File: config.mk
export PLATFORM = sky130hd
export DESIGN_NAME = hue_box_color_classifier
export DESIGN_NICKNAME = d
export VERILOG_FILES = /design/src/rtl/hbcc_pkg.sv /design/src/rtl/hbcc_front.sv /design/src/rtl/hbcc_queue.sv /design/src/rtl/hbcc_back.sv /design/src/rtl/hue_box_color_classifier.sv
export SDC_FILE = /design/constraint.sdc
export NUM_CORES = 1
export LEC_CHECK = 0
export BUFFER_PORTS_ARGS = -buffer_cell sky130_fd_sc_hd__buf_2
export CORE_AREA = 5 5 276 278
export DETAILED_ROUTE_END_ITERATION = 12
export DIE_AREA = 0 0 281 283
export PLACE_DENSITY_LB_ADDON = 0.2
export SYNTH_ARGS = -nofsm -noshare
export SYNTH_HDL_FRONTEND = slang
export SYNTH_HIERARCHICAL = 1
export SYNTH_SLANG_ARGS = --single-unit
export TNS_END_PERCENT = 100
File: constraint.sdc
create_clock -name clk -period 5.2 [get_ports clk]
set_input_delay 0.26 -clock clk [delete_from_list [all_inputs] [get_ports clk]]
set_output_delay 0.26 -clock clk [all_outputs]
set_load 0.1 [all_outputs]
File: src/rtl/hbcc_pkg.sv
// Shared types, constants and the box match function for the hue box color classifier.
`default_nettype none

package hbcc_pkg;

  // Table size and the width of an index into the table.
  localparam int MaxColors = 8;
  localparam int TabIdxW   = (MaxColors > 1) ? $clog2(MaxColors) : 1;

  // Depth of the command queue between the front and the back.
  localparam int QDepth = 4;
  localparam int QPtrW  = $clog2(QDepth);

  // Operation codes of an input item.
  localparam logic OpClassify = 1'b0;
  localparam logic OpWrite    = 1'b1;

  // Configuration register word index and reset value.
  localparam logic RegColorsInUse = 1'b0;
  localparam logic [3:0] ColorsInUseRst = 4'd0;

  typedef struct packed {
    logic       operation;
    logic [2:0] entry_index;
    logic [8:0] hue;
    logic [6:0] second_level;
    logic [6:0] third_level;
    logic [8:0] hue_low;
    logic [8:0] hue_high;
    logic [6:0] second_low;
    logic [6:0] second_high;
    logic [6:0] third_low;
    logic [6:0] third_high;
  } in_item_t;

  typedef struct packed {
    logic       color_found;
    logic [2:0] color_index;
  } out_item_t;

  typedef struct packed {
    logic [8:0] hue;
    logic [6:0] second_level;
    logic [6:0] third_level;
  } pixel_t;

  typedef struct packed {
    logic [8:0] hue_low;
    logic [8:0] hue_high;
    logic [6:0] second_low;
    logic [6:0] second_high;
    logic [6:0] third_low;
    logic [6:0] third_high;
  } box_t;

  // Decoded command handed from the front to the back.
  typedef struct packed {
    logic       is_write;
    logic       wr_en;
    logic [2:0] idx;
    pixel_t     pix;
    box_t       box;
  } cmd_t;

  // Queue status seen by the back.
  typedef struct packed {
    logic full;
    logic empty;
  } q_stat_t;

  // A low hue bound above the high bound means the hue range wraps past zero.
  function automatic logic box_holds(input box_t b, input pixel_t p);
    logic hue_ok;
    hue_ok = (b.hue_low <= b.hue_high) ?
             ((p.hue >= b.hue_low) && (p.hue <= b.hue_high)) :
             ((p.hue >= b.hue_low) || (p.hue <= b.hue_high));
    return hue_ok &&
           (p.second_level >= b.second_low) && (p.second_level <= b.second_high) &&
           (p.third_level >= b.third_low) && (p.third_level <= b.third_high);
  endfunction

endpackage

`default_nettype wire

File: src/rtl/hbcc_front.sv
// Front end: accepts input transfers and decodes them into queue commands.
`default_nettype none

module hbcc_front (
  input  wire logic              in_valid,
  output logic                   in_stall,
  input  wire hbcc_pkg::in_item_t in_data,
  input  wire logic              q_full,
  output logic                   push,
  output hbcc_pkg::cmd_t         push_cmd
);

  always_comb begin
    in_stall = q_full;
    push     = in_valid && !q_full;

    push_cmd.is_write = (in_data.operation == hbcc_pkg::OpWrite);
    // Writes beyond the table are flagged here; the back does not store them.
    push_cmd.wr_en    = (int'(in_data.entry_index) < hbcc_pkg::MaxColors);
    push_cmd.idx      = in_data.entry_index;

    push_cmd.pix.hue          = in_data.hue;
    push_cmd.pix.second_level = in_data.second_level;
    push_cmd.pix.third_level  = in_data.third_level;

    push_cmd.box.hue_low     = in_data.hue_low;
    push_cmd.box.hue_high    = in_data.hue_high;
    push_cmd.box.second_low  = in_data.second_low;
    push_cmd.box.second_high = in_data.second_high;
    push_cmd.box.third_low   = in_data.third_low;
    push_cmd.box.third_high  = in_data.third_high;
  end

endmodule

`default_nettype wire

File: src/rtl/hbcc_queue.sv
// Short command queue that decouples the front from the back.
`default_nettype none

module hbcc_queue (
  input  wire logic           clk,
  input  wire logic           rst_n,
  input  wire logic           push,
  input  wire hbcc_pkg::cmd_t push_cmd,
  input  wire logic           pop,
  output hbcc_pkg::cmd_t      head_cmd,
  output hbcc_pkg::q_stat_t   stat
);

  hbcc_pkg::cmd_t mem_r [hbcc_pkg::QDepth];

  logic [hbcc_pkg::QPtrW-1:0] wr_ptr_r, wr_ptr_nxt;
  logic [hbcc_pkg::QPtrW-1:0] rd_ptr_r, rd_ptr_nxt;
  logic [hbcc_pkg::QPtrW:0]   count_r, count_nxt;

  always_comb begin
    stat.full  = (count_r == (hbcc_pkg::QPtrW+1)'(hbcc_pkg::QDepth));
    stat.empty = (count_r == '0);
    head_cmd   = mem_r[rd_ptr_r];

    wr_ptr_nxt = push ? wr_ptr_r + 1'b1 : wr_ptr_r;
    rd_ptr_nxt = pop  ? rd_ptr_r + 1'b1 : rd_ptr_r;
    case ({push, pop})
      2'b10:   count_nxt = count_r + 1'b1;
      2'b01:   count_nxt = count_r - 1'b1;
      default: count_nxt = count_r;
    endcase
  end

  always_ff @(posedge clk) begin
    if (!rst_n) begin
      wr_ptr_r <= '0;
      rd_ptr_r <= '0;
      count_r  <= '0;
    end else begin
      wr_ptr_r <= wr_ptr_nxt;
      rd_ptr_r <= rd_ptr_nxt;
      count_r  <= count_nxt;
    end
  end

  always_ff @(posedge clk) begin
    if (push) begin
      mem_r[wr_ptr_r] <= push_cmd;
    end
  end

endmodule

`default_nettype wire

File: src/rtl/hbcc_back.sv
// Back end: holds the color table, runs writes and classifications, drives the result.
`default_nettype none

module hbcc_back (
  input  wire logic              clk,
  input  wire logic              rst_n,
  input  wire logic [3:0]        colors_in_use,
  input  wire hbcc_pkg::cmd_t    head_cmd,
  input  wire hbcc_pkg::q_stat_t stat,
  output logic                   pop,
  output logic                   out_valid,
  input  wire logic              out_stall,
  output hbcc_pkg::out_item_t    out_data
);

  hbcc_pkg::box_t table_r [hbcc_pkg::MaxColors];

  logic                out_valid_r, out_valid_nxt;
  hbcc_pkg::out_item_t out_data_r, out_data_nxt;
  hbcc_pkg::out_item_t match;
  logic                do_class;

  // All entries are compared at once; the lowest in-use match wins.
  always_comb begin
    match = '0;
    for (int k = hbcc_pkg::MaxColors - 1; k >= 0; k--) begin
      if ((k < int'(colors_in_use)) && hbcc_pkg::box_holds(table_r[k], head_cmd.pix)) begin
        match.color_found = 1'b1;
        match.color_index = 3'(k);
      end
    end
  end

  always_comb begin
    // A write never waits on the output side; a classification needs a free result slot.
    pop      = !stat.empty && (head_cmd.is_write || !out_valid_r || !out_stall);
    do_class = pop && !head_cmd.is_write;

    out_valid_nxt = out_valid_r;
    out_data_nxt  = out_data_r;
    if (do_class) begin
      out_valid_nxt = 1'b1;
      out_data_nxt  = match;
    end else if (out_valid_r && !out_stall) begin
      out_valid_nxt = 1'b0;
    end

    out_valid = out_valid_r;
    out_data  = out_data_r;
  end

  always_ff @(posedge clk) begin
    if (!rst_n) begin
      out_valid_r <= 1'b0;
    end else begin
      out_valid_r <= out_valid_nxt;
    end
  end

  always_ff @(posedge clk) begin
    out_data_r <= out_data_nxt;
    if (pop && head_cmd.is_write && head_cmd.wr_en) begin
      table_r[hbcc_pkg::TabIdxW'(head_cmd.idx)] <= head_cmd.box;
    end
  end

endmodule

`default_nettype wire

File: src/rtl/hue_box_color_classifier.sv
// Top level of the hue box color classifier: configuration register and front/back wiring.
//
// Input items arrive on in_valid/in_stall/in_data. An item either writes one
// entry of the color table or classifies one pixel against the table. Each
// classify item yields exactly one result on out_valid/out_stall/out_data;
// a write item yields none. Items are handled strictly in order, so a
// classification sees every write accepted before it.
// The front decodes each transfer into a four-entry command queue; the back
// compares the queue head against all table entries at once and loads the
// result register. An input transfer writes the queue, the result register
// is loaded from the queue head, and the result transfer is taken from the
// result register. One item per cycle is sustained while the receiver keeps
// taking results.
// When out_stall is held, the result register holds its transfer, the back
// stops on the next classification, and in_stall rises once the queue fills.
// The APB register colors_in_use sets how many entries, from entry zero, are searched;
// the user must write it only while the block is idle; the block does not enforce this.
// Synchronous reset clears the queue, the result valid and colors_in_use to
// zero; the table holds unknown contents until each entry is written.
`default_nettype none

module hue_box_color_classifier (
  input  wire logic                clk,
  input  wire logic                rst_n,
  input  wire logic                in_valid,
  output logic                     in_stall,
  input  wire hbcc_pkg::in_item_t  in_data,
  output logic                     out_valid,
  input  wire logic                out_stall,
  output hbcc_pkg::out_item_t      out_data,
  input  wire logic                psel,
  input  wire logic                penable,
  input  wire logic                pwrite,
  input  wire logic [2:0]          paddr,
  input  wire logic [31:0]         pwdata,
  output logic [31:0]              prdata,
  output logic                     pready
);

  logic [3:0]        colors_r, colors_nxt;
  logic              cfg_wr;
  logic              push;
  logic              pop;
  hbcc_pkg::cmd_t    push_cmd;
  hbcc_pkg::cmd_t    head_cmd;
  hbcc_pkg::q_stat_t stat;

  always_comb begin
    pready     = 1'b1;
    cfg_wr     = psel && penable && pwrite && (paddr[2] == hbcc_pkg::RegColorsInUse);
    colors_nxt = cfg_wr ? pwdata[3:0] : colors_r;
    prdata     = (paddr[2] == hbcc_pkg::RegColorsInUse) ? {28'd0, colors_r} : 32'd0;
  end

  always_ff @(posedge clk) begin
    if (!rst_n) begin
      colors_r <= hbcc_pkg::ColorsInUseRst;
    end else begin
      colors_r <= colors_nxt;
    end
  end

  hbcc_front u_front (
    .in_valid (in_valid),
    .in_stall (in_stall),
    .in_data  (in_data),
    .q_full   (stat.full),
    .push     (push),
    .push_cmd (push_cmd)
  );

  hbcc_queue u_queue (
    .clk      (clk),
    .rst_n    (rst_n),
    .push     (push),
    .push_cmd (push_cmd),
    .pop      (pop),
    .head_cmd (head_cmd),
    .stat     (stat)
  );

  hbcc_back u_back (
    .clk           (clk),
    .rst_n         (rst_n),
    .colors_in_use (colors_r),
    .head_cmd      (head_cmd),
    .stat          (stat),
    .pop           (pop),
    .out_valid     (out_valid),
    .out_stall     (out_stall),
    .out_data      (out_data)
  );

  // The back never takes a command from an empty queue.
  a_pop_nonempty: assert property (@(posedge clk) disable iff (!rst_n)
    pop |-> !stat.empty)
    else $error("command taken from an empty queue");

  // No result is presented right after reset.
  a_reset_quiet: assert property (@(posedge clk)
    $past(!rst_n) |-> !out_valid)
    else $error("result valid right after reset");

  // The search count changes only through an APB write.
  a_cfg_stable: assert property (@(posedge clk) disable iff (!rst_n)
    !cfg_wr |=> $stable(colors_r))
    else $error("colors_in_use changed without a write");

endmodule

`default_nettype wire
==> metrics.txt <==
I/O pin total 154; share of cells above drive strength 1 about 13%; drt pass-1 iters 7; final hold viol count 0; Int Pwr between 10 and 15 mW; WS Path Type flip-flop to flip-flop; Die Width 281 um; startpoint types flip-flop; final hold slack 0.0780 ns; Seq pwr share between 30% and 40%; reg2reg path depth 13; Multi-input gate area approximately 0.012 sq mm; PostCTS Resize Cnt 0; GRT Overall Usage 19.2%; EDFF count, synth around 670; setup slack, reg-to-reg 0.81 ns; maximum clock frequency 228 MHz; top_reg_cell synth edfxtp_1; fill count around 6000; critical path's top delay family compound AO/OA/AOI/OAI gates; CP bufs+invs 2; vias in the first global route 20544; cell depth of the worst setup path 13; Yosys top cell area share around 59%; sequential area share after synthesis about 60%; clk buf depth 3; largest net degree at the start of global routing 47; residual DRC count 0; Seq cells post-synth about 680; final wirelength roughly 76000 um; crit end category flip-flop; leak pwr 15.5 nW; Area growth syn-to-layout 13.0%; most common cell after layout, fill and taps aside edfxtp_1; Critical Path AT around 4.7 ns; cell count after placement approximately 3400; Post-DP HPWL roughly 51000 um; Worst Skew 0.0197 ns; Async SR Flop Fraction 0%; drt first-iter violations between 1000 and 1500; status finished clean; PwrDens approximately 500 mW/mm^2; Sw Pwr 6.81 mW; clk_lat worst skew around 0.61 ns; Final setup violation count 0; placer congestion estimate between 0.8 and 0.9; worst setup path endpoint u_back/out_data[2]; post-route insts no fill around 3600; core area about 0.074 sq mm; worst setup margin 0.808 ns; most area-hungry cell type in the Yosys netlist edfxtp_1; clock root buffer clkbuf_16; clock share of power about 27%; critical path fanouts, max 17; Seq. cell area 0.0203 sq mm; synth unique cells 76; Via Count slightly below 20000; Placement Setup Slack 0.893 ns; Crit path top cell by count nor2_1; synth top area cells edfxtp_1 (59%), ha_1 (16%), mux4_2 (4.9%); Comb pwr share around 36%; Avg Synthesized Cell Area between 10 and 15 sq um; vias per inst around 5.4; starting density of the core between 40% and 50%; TritonCTS clock tree built; first-pass GRT wire length 117000 um; IR drop worst, VDD ~0.00032 V; setup TNS 0 ns; Port Buffer Count 94; clock sinks about 680; Mapped Cells between 2000 and 2500; GRT Residual Overflow 0; Max Cap Violations 0; register clock-pin slew on the reported worst setup and hold paths roughly 0.06 ns; H-tree depth 3; initial antenna violation count 2; die area 0.0795 sq mm; Worst EP required 5.55 ns; unrepaired setup endpoints after global routing false; critical-path cell list buf_4, mux4_2, inv_1, ha_1, nand2b_1, a21oi_1, o21ai_0, a221o_1, o211ai_1, a2111oi_1, nor2_1, nand3b_1, nor2_1; wire length per cell approximately 21 um; Inserted Clock Buffers 72; reg2reg end u_back/out_data[2]; Final Max Slew Viols 0; Net Sw Frac 35.0%; most frequent cells in the layout edfxtp_1 (668), ha_1 (445), inv_1 (347); Crit path largest cell delay about 0.73 ns; Syn. warnings 6; actual slew at the worst max-slew pin between 0.8 and 0.9 ns; Mapped Area ~0.034 sq mm; min cycle time layout 4.39 ns; Slew headroom around 39%; critical path's slowest cell a2111oi_1; number of nets in the layout 3140; num rows 100; die height about 280 um; fin crit share between 80 and 90%; antenna-violating nets left 0; postcts setup bufs 0; Worst Hold Class input port to flip-flop
-- per-layer routing --
layer / share of wire, % / wire length, um / vias up / GRT usage (%)
met1: 45 / 34100 / 9786 / 26.2
met5: 0 / 0 / - / 0
met2: 49 / 37400 / 404 / 32.6
li1: - / - / 9233 / -
met3: 4.2 / 3190 / 107 / 2.41
met4: 2.3 / 1730 / 0 / 5.46
-- repair_timing --
item	in CTS	in global routing
hold buffers	75	0
setup endpoints to repair	0	0
endpoints found under the hold margin	294	0
-- power by group through the flow --
stage / logic, mW / clock network [mW] / registers (mW)
6_report: 7.01 / 5.25 / 7.22
5_1_grt: 7.81 / 5.61 / 7.26
4_1_cts: 7.11 / 5.37 / 7.23
3_5_place_dp: 7.02 / 0 / 7.34
3_3_place_gp: 6.76 / 0 / 7.32
2_1_floorplan: 4.55 / 0 / 7.31
-- sequential cells by signal, indices dropped and copies added, names as in the netlist, named ones only --
signal            flops
u_queue/count_r       3
u_queue/mem_r       296
u_queue/wr_ptr_r      2
u_back/out_valid      1
u_queue/rd_ptr_r      2
u_back/out_data       4
colors_r              4
u_back/table_r      368
-- cell usage after synthesis (8+ instances only) --
library cell / instances
a211o_1: 10
a211oi_1: 17
a21o_1: 34
a21oi_1: 104
a31oi_1: 13
and2_1: 11
and3_1: 8
buf_4: 105
dfxtp_1: 14
edfxtp_1: 668
ha_1: 445
inv_1: 347
mux4_2: 74
nand2_1: 67
nand2b_1: 26
nand3_1: 28
nand4_1: 43
nor2_1: 52
nor2b_1: 34
nor3_1: 24
o211ai_1: 10
o21a_1: 27
o21ai_0: 60
o21ai_1: 28
o22ai_1: 18
o31ai_1: 12
-- cell type report --
class,count,area share (%)
flip-flops and latches,682,52.8
multi-input cells,1269,30.4
clock buffers,92,5.20
repair buffers,207,3.91
inverters,347,3.38
well taps,969,3.14
clock inverters,41,1.16
diodes,1,0.00649
-- logic make-up (layout without fill, tap and decap cells) --
family                     Yosys count  in the layout  share of synthesized area, %
AOI/OAI and AO/OA                  378            378                          7.05
xor gates and xnor gates             5              5                         0.128
adders and majority gates          452            452                          16.6
buffers and inverters              469            687                          6.50
DFF                                682            682                          59.6
muxes                               80             80                          5.06
other                                3             31                        0.0330
and+or+nand+nor                    324            324                          5.06
-- metrics by stage --
step | util (%) | power, mW | cell area, sq um
final | 52.3 | 19.5 | 38600
after CTS | 52.3 | 19.7 | 38600
after global placement | 48.0 | 14.1 | 35400
after floorplan | - | 11.9 | 34200
after detailed placement | 48.0 | 14.4 | 35400
after global routing | 52.3 | 20.7 | 38600
-- tightest hold or removal path: stages --
cell and delay [ns]:
buf_2 0.10, nand2_1 0.17, mux2i_1 0.10
-- how the worst min path moves through the flow --
stage                      from                   end  slack, ns  cells past startpoint
finish                pwdata[3]           colors_r[3]       0.08                      3
global route          pwdata[2]           colors_r[2]       0.05                      3
global placement    in_data[32]  u_queue/mem_r[1][32]       0.47                      1
detailed placement  in_data[32]  u_queue/mem_r[2][32]       0.48                      1
CTS                   pwdata[2]           colors_r[2]       0.03                      3
floorplan                 rst_n      u_back/out_valid       0.38                      1
Note: power is estimated with default switching activity, not from simulation.
